===== config.mk =====
export PLATFORM = sky130hd
export DESIGN_NAME = oflmmse_ram
export DESIGN_NICKNAME = d
export VERILOG_FILES = /design/src/rtl/core/oflmmse_ram.sv
export SDC_FILE = /design/constraint.sdc
export NUM_CORES = 2
export LEC_CHECK = 0
export ABC_AREA = 1
export BUFFER_PORTS_ARGS = -buffer_cell sky130_fd_sc_hd__buf_4
export CORE_UTILIZATION = 47
export CTS_CLUSTER_DIAMETER = 50
export DETAILED_ROUTE_END_ITERATION = 16
export PLACE_DENSITY = 0.7
export SLEW_MARGIN = 25
export SYNTH_ARGS = -nofsm -noshare
export SYNTH_HDL_FRONTEND = slang
export SYNTH_SLANG_ARGS = --single-unit

===== constraint.sdc =====
create_clock -name clk -period 8.4 [get_ports clk]
set_input_delay 0.84 -clock clk [delete_from_list [all_inputs] [get_ports clk]]
set_output_delay 0.84 -clock clk [all_outputs]
set_load 0.02 [all_outputs]

===== src/rtl/core/oflmmse_ram.sv =====
`default_nettype none
// ----------------------------------------------------------------------------
// oflmmse_ram: generic single-port synchronous RAM
// One access a cycle, a write also returning the old word; the read data is registered.
// ----------------------------------------------------------------------------
module oflmmse_ram #(
  parameter int Width = 48,
  parameter int Depth = 64
) (
  input  wire logic                     clk,
  input  wire logic                     we,
  input  wire logic [$clog2(Depth)-1:0] addr,
  input  wire logic [Width-1:0]         wdata,
  output      logic [Width-1:0]         rdata
);

  logic [Width-1:0] mem [Depth];

  // Read before write, registered read.
  always_ff @(posedge clk) begin
    if (we) begin
      mem[addr] <= wdata;
    end
    rdata <= mem[addr];
  end

endmodule

`default_nettype wire


==> metrics <==
Top delay family on crit path=simple AND/OR/NAND/NOR gates; crit path max-delay cell type=nor2_4; FF-to-FF Start=mem[47][10]; CTS tree=built; most common cell after layout, fill and taps aside=nand2_1; power share of the sequential group=0.516; crit-path max FO=72; first-pass GRT wire length=562000 um; hold bufs inserted after CTS=0; Final nets=12670; Vert. Die Dim=528 um; Final period util=0.507; post-synthesis register bit count=3120; Post-Synthesis Cells=12623; Total Routing Usage GR=0.276; R2R depth=10; CTS sink count=3120; worst min path class=primary input to register; Comb power frac=0.059; # setup viols final=0; CTS Buf Count=333; power density cells=232 nW/um2; PortBufs=103; root buf cell=clkbuf_16; number of setup buffers added after CTS=0; status=finished, final reports clean; Yosys cell types=23; CP required=8.92 ns; CP Data Arrival Time=4.78 ns; Hold EP=mem[57][15]; register area share after synthesis=0.718; fin. max-slew vios=0; drt pass-1 iters=8; FILL cells=23159; CTS clock-pin slew for the worst setup and hold paths=0.06 ns; Yosys warning total=0; Skew-Pair Late Insertion Delay=0.96 ns; Worst Hold Depth=1; fmax=235 MHz; P&R area growth vs syn=11.6%; First DRT Iteration DRCs=11484; Placer Congestion=0.863; internal power=26.0 mW; register-to-register setup slack=6.41 ns; largest cells by area after synthesis=edfxtp_1 71%, nand2_1 25%, buf_2 1.3%; switching component of the power=7.58 mW; Leak Pwr=60.3 nW; proportion of layout cells with a drive suffix above 1=0.0657; Place WS=3.33 ns; relative slew slack=0.236; GR Overflow Total=0; sw frac=0.225; antenna violations before repair=37; Startpoint Class=primary input; clock network fraction of total power=0.425; Clock Path Buffers=4; Slew @ Worst Pin=1.14 ns; via count=89512; Resized Gates After CTS=0; Max VDD drop=0.218 mV; final count of hold timing violations=0; number of remaining DRC errors=0; crit-path cells=buf_8, inv_8, nor2_1, nand3_1, nor2_4, buf_4; Ports=104; Register Area=93200 um2; largest net degree at the start of global routing=185; Multi-input gate area=33800 um2; max incr delay on CP=1.16 ns; Final HPWL DP=204000 um; Avg Cell Area, Syn=10.3 um2; Post-Route WL=388000 um; top cell type's share of synthesized area=0.711; Die ar.=278000 um2; mapped cell area=130000 um2; Worst Slack Setup Final=4.14 ns; min Tclk post-route=4.26 ns; final setup skew=0.0736 ns; H-tree depth=5; most frequent cells in the layout=8624 x nand2_1, 3072 x edfxtp_1, 341 x clkbuf_16, 270 x buf_4, 106 x nor2_1; Reg-to-Reg End=rdata[10]; Min-Delay Startpoint=wdata[15]; Die W=528 um; DR vias/cell=5.40; Synth Net Count=12679; Wirelength per Cell=23.4 um; Core ar.=274000 um2; Yosys top cell by area=edfxtp_1; antenna viol nets, final=0; Initial Util=0.474; crit path kind=primary input to register; final setup TNS=0 ns; vias in the first global route=83651; Bufs and invs on worst path=3; unrepaired setup endpoints after global routing=false; number of max-cap violations=0; Core Rows=192; critical path capture point type=register
flip-flops by register name (all words and copies together) (netlist names):
| signal | flops |
|---|---|
| rdata | 48 |
| mem | 3072 |
worst max-delay path by stage:
| stage | start | to | cells past startpoint |
|---|---|---|---|
| after floorplan | addr[0] | mem[41][0] | 6 |
| after global placement | addr[0] | mem[57][9] | 5 |
| after detailed placement | addr[0] | mem[57][30] | 5 |
| after CTS | addr[1] | mem[24][14] | 6 |
| after global routing | addr[1] | rdata[0] | 13 |
| final | addr[2] | mem[5][45] | 6 |
cells by family (layout without fill, tap and decap cells):
group           after synthesis  after routing  share of synthesized area
compound gates               12             12                   0.000559
buf+inv                     667            908                     0.0256
flops                      3120           3120                      0.718
other cells                   0             37                          0
simple gates               8824           8824                      0.256
per-stage QoR:
stage,hold slack (ns),cells,utilization,power (mW),instance area [um2]
after floorplan,0.599,12623,-,18.8,130000
after global placement,0.770,15962,0.489,19.6,134000
after detailed placement,0.778,15963,0.490,19.6,134000
after CTS,0.368,16548,0.528,33.7,145000
after global routing,0.402,16571,0.528,34.5,145000
final,0.404,16587,0.528,33.6,145000
layout make-up:
cell class	instances	area share
timing repair buffer	293	0.0171
clock buffer	417	0.0614
sequential	3120	0.644
antenna	37	0.000639
multi-input combinational	8836	0.233
clock inverter	168	0.0109
tap	3686	0.0318
inverter	30	0.00106
power by group through the flow:
stage / combinational (mW) / clock, mW / sequential [mW]
2_1_floorplan: 1.11 / 0 / 17.6
3_3_place_gp: 1.93 / 0 / 17.7
3_5_place_dp: 1.95 / 0 / 17.7
4_1_cts: 1.96 / 14.4 / 17.3
5_1_grt: 2.17 / 15.0 / 17.3
6_report: 1.99 / 14.3 / 17.3
worst register-to-register path, delay by kind of cell, from the launching register on:
| family | cells | cell delay (ns) |
|---|---|---|
| AND/OR/NAND/NOR | 10 | 1.32 |
| flip-flops | 1 | 0.41 |
metal layers:
metal  vias to the layer above  global-route usage  wire [um]
met4                         2               0.150      22200
met3                       944              0.0625      44400
met1                     42746               0.368     147000
li1                      40786                   -          -
met5                         -                   0          9
met2                      5034               0.422     174000
cells in the mapped netlist (all sizes together):
cell / n
nor4: 2
nand2: 8624
nand4: 2
dfxtp: 48
nor3: 8
nor2: 169
inv: 30
or2: 6
nand3: 13
clkbuf: 176
edfxtp: 3072
o211ai: 5
buf: 461
o21ai: 7
Power figures use the tool's default switching activity.
