<file path="src/rtl/core/oflmmse_pkg.sv">
`default_nettype none
// ----------------------------------------------------------------------------
// oflmmse_pkg: shared types and constants
// Field widths, register codes and the default register values of the
// pilot-based channel estimator and equalizer.
// ----------------------------------------------------------------------------
package oflmmse_pkg;

  localparam int SampleW  = 16;
  localparam int ChanW    = 24;
  localparam int NoiseW   = 32;
  localparam int ScW      = 6;
  localparam int SlotW    = 2;
  localparam int NumW     = 41;   // |num| < 2^41
  localparam int DenW     = 50;   // den < 2^50
  localparam int DivW     = 59;   // |num| << 17 plus headroom
  localparam int QW       = 17;   // quotient bits that decide saturation

  localparam int DefSubcarriers = 64;
  localparam int DefPilots      = 4;

  localparam logic [15:0] WeightReset = 16'd8192;
  localparam logic [31:0] NoiseReset  = 32'd167772;

  localparam logic signed [ChanW-1:0] ChanMax = 24'sh7FFFFF;
  localparam logic signed [ChanW-1:0] ChanMin = 24'sh800000;

  // Register addresses, word index.
  typedef enum logic [2:0] {
    REG_WEIGHT0 = 3'd0,
    REG_WEIGHT1 = 3'd1,
    REG_WEIGHT2 = 3'd2,
    REG_WEIGHT3 = 3'd3,
    REG_NOISE   = 3'd4
  } reg_idx_t;

  typedef enum logic {
    CMD_PILOT = 1'b0,
    CMD_DATA  = 1'b1
  } cmd_t;

  typedef enum logic [2:0] {
    ST_IDLE,
    ST_READ,
    ST_MULT,
    ST_SUM,
    ST_DIV,
    ST_OUT
  } state_t;

  // Start request for the divider.
  typedef struct packed {
    logic                 start;
    logic [NumW-1:0]      mag_re;
    logic                 neg_re;
    logic [NumW-1:0]      mag_im;
    logic                 neg_im;
    logic [DenW-1:0]      den;
  } div_req_t;

  // Divider status.
  typedef struct packed {
    logic                       done;
    logic                       busy;
    logic signed [SampleW-1:0]  q_re;
    logic signed [SampleW-1:0]  q_im;
    logic                       clip;
  } div_rsp_t;

endpackage

`default_nettype wire

</file>
<file path="src/rtl/core/oflmmse_div.sv">
`default_nettype none
// ----------------------------------------------------------------------------
// oflmmse_div: restoring divider for the equalizer quotient
// Computes round(|num| * 2^17 / den) for both parts, one bit a cycle, both
// parts side by side, then applies sign and saturation.
// ----------------------------------------------------------------------------
module oflmmse_div
  import oflmmse_pkg::*;
(
  input  wire logic     clk,
  input  wire logic     rst,
  input  wire div_req_t req,
  output      div_rsp_t rsp
);

  localparam int CntW = $clog2(DivW + 1);

  logic [DivW-1:0]  dvd_re, dvd_im;   // shifting dividend
  logic [DenW:0]    rem_re, rem_im;   // partial remainder
  logic [DivW-1:0]  quo_re, quo_im;
  logic [DenW-1:0]  den;
  logic             neg_re, neg_im, zero;
  logic [CntW-1:0]  cnt;
  logic             busy, fin;

  logic [DenW:0]    tr_re, tr_im;
  logic             ge_re, ge_im;
  logic [DivW:0]    rq_re, rq_im;     // rounded quotients
  logic             sat_re, sat_im;
  logic signed [SampleW-1:0] o_re, o_im;

  // One trial subtraction per part.
  always_comb begin
    tr_re = {rem_re[DenW-1:0], dvd_re[DivW-1]};
    tr_im = {rem_im[DenW-1:0], dvd_im[DivW-1]};
    ge_re = tr_re >= {1'b0, den};
    ge_im = tr_im >= {1'b0, den};
  end

  always_ff @(posedge clk) begin
    if (rst) begin
      busy <= 1'b0;
      fin  <= 1'b0;
      cnt  <= '0;
    end else begin
      fin <= 1'b0;
      if (req.start) begin
        busy <= 1'b1;
        cnt  <= CntW'(DivW);
      end else if (busy) begin
        cnt <= cnt - 1'b1;
        if (cnt == CntW'(1)) begin
          busy <= 1'b0;
          fin  <= 1'b1;
        end
      end
    end
  end

  // Datapath: the dividend is 2*|num|*2^17 + den, divided by 2*den, which
  // equals (|num|*2^17 + den/2) / den for integer results.
  always_ff @(posedge clk) begin
    if (req.start) begin
      dvd_re <= DivW'({req.mag_re, 18'd0}) + DivW'(req.den);
      dvd_im <= DivW'({req.mag_im, 18'd0}) + DivW'(req.den);
      den    <= req.den;
      rem_re <= '0;
      rem_im <= '0;
      quo_re <= '0;
      quo_im <= '0;
      neg_re <= req.neg_re;
      neg_im <= req.neg_im;
      zero   <= req.den == '0;
    end else if (busy) begin
      dvd_re <= {dvd_re[DivW-2:0], 1'b0};
      dvd_im <= {dvd_im[DivW-2:0], 1'b0};
      rem_re <= ge_re ? tr_re - {1'b0, den} : tr_re;
      rem_im <= ge_im ? tr_im - {1'b0, den} : tr_im;
      quo_re <= {quo_re[DivW-2:0], ge_re};
      quo_im <= {quo_im[DivW-2:0], ge_im};
    end
  end

  // quo holds (2*|num|*2^17 + den) / den; halve it to get the rounded value.
  always_comb begin
    rq_re  = {2'b0, quo_re[DivW-1:1]};
    rq_im  = {2'b0, quo_im[DivW-1:1]};
    sat_re = neg_re ? (rq_re > (DivW+1)'(32768)) : (rq_re > (DivW+1)'(32767));
    sat_im = neg_im ? (rq_im > (DivW+1)'(32768)) : (rq_im > (DivW+1)'(32767));
    if (sat_re) o_re = neg_re ? -16'sd32768 : 16'sd32767;
    else        o_re = neg_re ? -$signed(rq_re[SampleW-1:0]) : $signed(rq_re[SampleW-1:0]);
    if (sat_im) o_im = neg_im ? -16'sd32768 : 16'sd32767;
    else        o_im = neg_im ? -$signed(rq_im[SampleW-1:0]) : $signed(rq_im[SampleW-1:0]);
    rsp.done = fin;
    rsp.busy = busy;
    rsp.q_re = zero ? '0 : o_re;
    rsp.q_im = zero ? '0 : o_im;
    rsp.clip = zero ? 1'b0 : (sat_re | sat_im);
  end

`ifndef SYNTHESIS
  a_fin_after_busy: assert property (@(posedge clk) disable iff (rst)
    fin |-> $past(busy)) else $error("divider finished without running");
  a_no_restart: assert property (@(posedge clk) disable iff (rst)
    busy |-> !req.start) else $error("divider restarted while busy");
  a_fin_pulse: assert property (@(posedge clk) disable iff (rst)
    fin |=> !fin) else $error("divider done held longer than a cycle");
`endif

endmodule

`default_nettype wire

</file>
<file path="config.mk">
export PLATFORM = sky130hd
export DESIGN_NAME = oflmmse_div
export DESIGN_NICKNAME = d
export VERILOG_FILES = /design/src/rtl/core/oflmmse_pkg.sv /design/src/rtl/core/oflmmse_div.sv
export SDC_FILE = /design/constraint.sdc
export NUM_CORES = 1
export LEC_CHECK = 0
export BUFFER_PORTS_ARGS = -buffer_cell sky130_fd_sc_hd__buf_2
export CAP_MARGIN = 10
export CORE_ASPECT_RATIO = 1.5
export CORE_MARGIN = 1
export CORE_UTILIZATION = 45
export DETAILED_ROUTE_END_ITERATION = 10
export GPL_ROUTABILITY_DRIVEN = 0
export PLACE_DENSITY = 0.64
export RECOVER_POWER = 100
export REMOVE_ABC_BUFFERS = 1
export SETUP_SLACK_MARGIN = 0.1
export SLEW_MARGIN = 20
export SYNTH_ARGS = -nofsm -noshare
export SYNTH_HDL_FRONTEND = slang
export SYNTH_SLANG_ARGS = --single-unit
</file>
<file path="constraint.sdc">
create_clock -name clk -period 3.9 [get_ports clk]
set_input_delay 0.585 -clock clk [delete_from_list [all_inputs] [get_ports clk]]
set_output_delay 0.585 -clock clk [all_outputs]
set_load 0.05 [all_outputs]
</file>
==> metrics.md <==
| Metric | Value |
|---|---|
| Status | finished with violations |
| Failing checks | max-capacitance violations, max-slew violations |
| CP arrival | about 3.2 ns |
| Critical path class | flop to output pin |
| Routed Antenna Nets | 0 |
| Worst Skew | 0.03065 ns |
| Die area | approximately 56000 um^2 |
| Max-cap violations | 8 |
| Post-route cell area | about 29000 um^2 |
| Critical Path Start Type | flop |
| P per Cell Area | 421.3 nW/um^2 |
| WL/cell | about 19 um |
| Worst slew pin tran | between 2 and 3 ns |
| Total CTS buffers | 40 |
| Reg clk slew, reported paths | approximately 0.07 ns |
| Number of global-route vias before repair | approximately 21000 |
| Main synth FF type | dfxtp_1 |
| Fillers | 4981 |
| GRT overflow | 0 |
| Synth area leaders | edfxtp_1, dfxtp_1, ha_1 |
| Register bit count reported by yosys | between 300 and 400 |
| Fraction of layout cells with a size suffix above 1 | 0.1464 |
| Cells after DPL | between 3000 and 4000 |
| DR pass1 iterations | 5 |
| Worst Hold Path Cells | 1 |
| Commonest cells post-synth | nor2_1, dfxtp_1, a21oi_1 |
| Core Area | roughly 55000 um^2 |
| Leak pwr | between 10 and 15 nW |
| CTS Buffer Depth | 3 |
| Worst Path Max Fanout | 8 |
| Critical-path cell list | inv_1 -> ha_2 -> nand2_1 -> or3_4 -> or3_4 -> nand2b_4 -> nor4_4 -> nor2b_1 -> o21ai_2 -> nand2b_4 -> a21oi_2 -> buf_4 |
| DR vias | roughly 21000 |
| Layout Area Growth over Synthesis | 14.40% |
| Post-route setup slack | between 0.15 and 0.2 ns |
| Worst Setup SP | quo_im[1] |
| Pre-CTS setup slack | -0.2466 ns |
| GRT Util Overall | 0.2375 |
| I/O pins | between 150 and 200 |
| Initial antenna violation count | 9 |
| Drt total wl | 69290 um |
| Synthesis warning total | 0 |
| Crit path max-delay cell type | or3_4 |
| Slowest stage delay, CP | roughly 0.36 ns |
| Min-delay src | req[50] |
| R2R depth | 14 |
| Largest net degree at the start of global routing | 184 |
| Cells after synthesis | 2732 |
| DIE WIDTH | approximately 200 um |
| Reg-to-reg startpoint | den[34] |
| Clock Latency Late Sink | about 0.56 ns |
| Min-delay worst type | input port to flop |
| Unrepaired setup endpoints after global routing | yes |
| Top cell type's share of synthesized area | 0.1839 |
| Max Transition Viols Final | just over 700 |
| CTS Hold Buffers Added | 0 |
| CTS sink count | about 380 |
| Top-count cell post-synth | nor2_1 |
| Worst hold slack | 0.2018 ns |
| Fmax | between 200 and 300 MHz |
| CP required | 3.31 ns |
| First-pass GRT wire length | approximately 110000 um |
| DR vias/cell | 5.838 |
| Tcrit/Tclk final | 0.9595 |
| Sequential share of the synthesized area | 0.3649 |
| # nets final | 3215 |
| CTS tree | built |
| Setup Viol. Count Final | 0 |
| CTS H-Tree Depth | 2 |
| Netlist Area Pre-Place | approximately 25000 um^2 |
| Avg Cell Area, Syn | 9.146 um^2 |
| CP Capture Type | output pin |
| Die Ht | about 290 um |
| Clock root buffer | clkbuf_16 |
| Hpwl dp | just over 50000 um |
| Post-DP Area | roughly 27000 um^2 |
| Final hold vios | 0 |
| Slew HR | -0.9499 |
| Synth cell types | 94 |
| Ys async rst share | 0 |
| Post-synth EDFFs | 153 |
| Starting density of the core | 0.4561 |
| Area leader, netlist | edfxtp_1 |
| Min cycle time layout | 3.742 ns |
| Input/output buffers | between 150 and 200 |
| DR DRC count | 0 |
| VDD IR max | ~0.00033 V |
| Final std cells w/o fill | 3636 |
| Cell Rows | approximately 110 |
| Initial DRC Count | 1327 |
==> timing repair <==
action                     4_1_cts  5_1_grt
buffers inserted                 0        4
gates resized for setup         45       78
pin swaps                        2        8
setup endpoints to repair       35       91
gates cloned                     2        1
==> report_power, final <==
| part | total, mW | internal (mW) | switching, mW | leakage, nW |
|---|---|---|---|---|
| logic | 3.32 | 1.43 | 1.89 | 7.97 |
| clock network | 4.06 | 2.37 | 1.69 | 0.681 |
| registers | 4.66 | 4.50 | 0.159 | 3.36 |
==> per-layer routing <==
layer	routed length (um)	track usage	part of all wire	up-vias
li1	-	-	-	10410
met1	27190	0.2616	0.39	10140
met2	34930	0.4296	0.50	476
met3	2845	0.03528	0.041	192
met4	4235	0.1411	0.061	16
met5	93	0	0.0013	-
==> area by class of cell <==
class | count | area [um^2] | share of cell area
sequential | 379 | 9129 | 0.3194
timing repair buffer | 267 | 1727 | 0.06041
antenna | 3 | 7.507 | 0.0002626
inverter | 103 | 387.9 | 0.01357
clock inverter | 20 | 192.7 | 0.006741
clock buffer | 54 | 1200 | 0.04198
tap | 695 | 869.6 | 0.03042
multi-input combinational | 2115 | 15070 | 0.5272
==> kinds of logic after synthesis <==
logic type / synth area share
fa+ha+maj: 0.08733
buf+inv: 0.04271
mux: 0.09955
flops: 0.3649
xor+xnor: 0.06309
compound gates: 0.1964
simple gates: 0.1459
==> final timing paths <==
kind           endpoint  slack [ns]
max             rsp[13]        0.16
min              neg_im        0.20
max reg2reg  rem_im[19]        0.17
min reg2reg  rem_im[22]        0.50
==> registers in the layout (all words and copies together), names as in the netlist <==
register	flops
quo_im	59
cnt	6
dvd_im	58
quo_re	59
rem_re	50
dvd_re	42
rem_im	50
neg_re	1
zero	1
busy	1
den	50
neg_im	1
fin	1
==> per-stage QoR <==
stage                     utilization  power (mW)  setup TNS [ns]
after global routing           0.5217       12.62        -0.01305
after floorplan                     -       7.061        -1789.96
after global placement         0.4910       7.911          -1.992
after detailed placement       0.4910       7.976          -2.313
after CTS                      0.5190       12.07               0
final                          0.5218       12.04               0
==> placed cells by master, fill, tap and decap left out, drive strengths merged, types with 28 or more instances in the layout <==
| cell | n |
|---|---|
| edfxtp | 153 |
| nand4 | 45 |
| a21o | 82 |
| o21ai | 111 |
| a21oi | 222 |
| xnor2 | 99 |
| buf | 198 |
| inv | 102 |
| a31oi | 28 |
| dfxtp | 226 |
| clkbuf | 123 |
| nand2 | 182 |
| mux2i | 172 |
| nor2 | 324 |
| mux2 | 68 |
| nor4 | 43 |
| nand3 | 32 |
| a211oi | 84 |
| xor2 | 81 |
| ha | 168 |
==> worst max-delay path, delay by kind of cell, from the launching register on <==
kind	cells	cell delay, ns
AND/OR/NAND/NOR	7	1.36
AO/OA/AOI/OAI	2	0.45
flip-flops	1	0.35
buffers and inverters	2	0.27
adder cells (fa/ha/maj)	1	0.17
No activity file was read; power rests on OpenSTA's default activity.
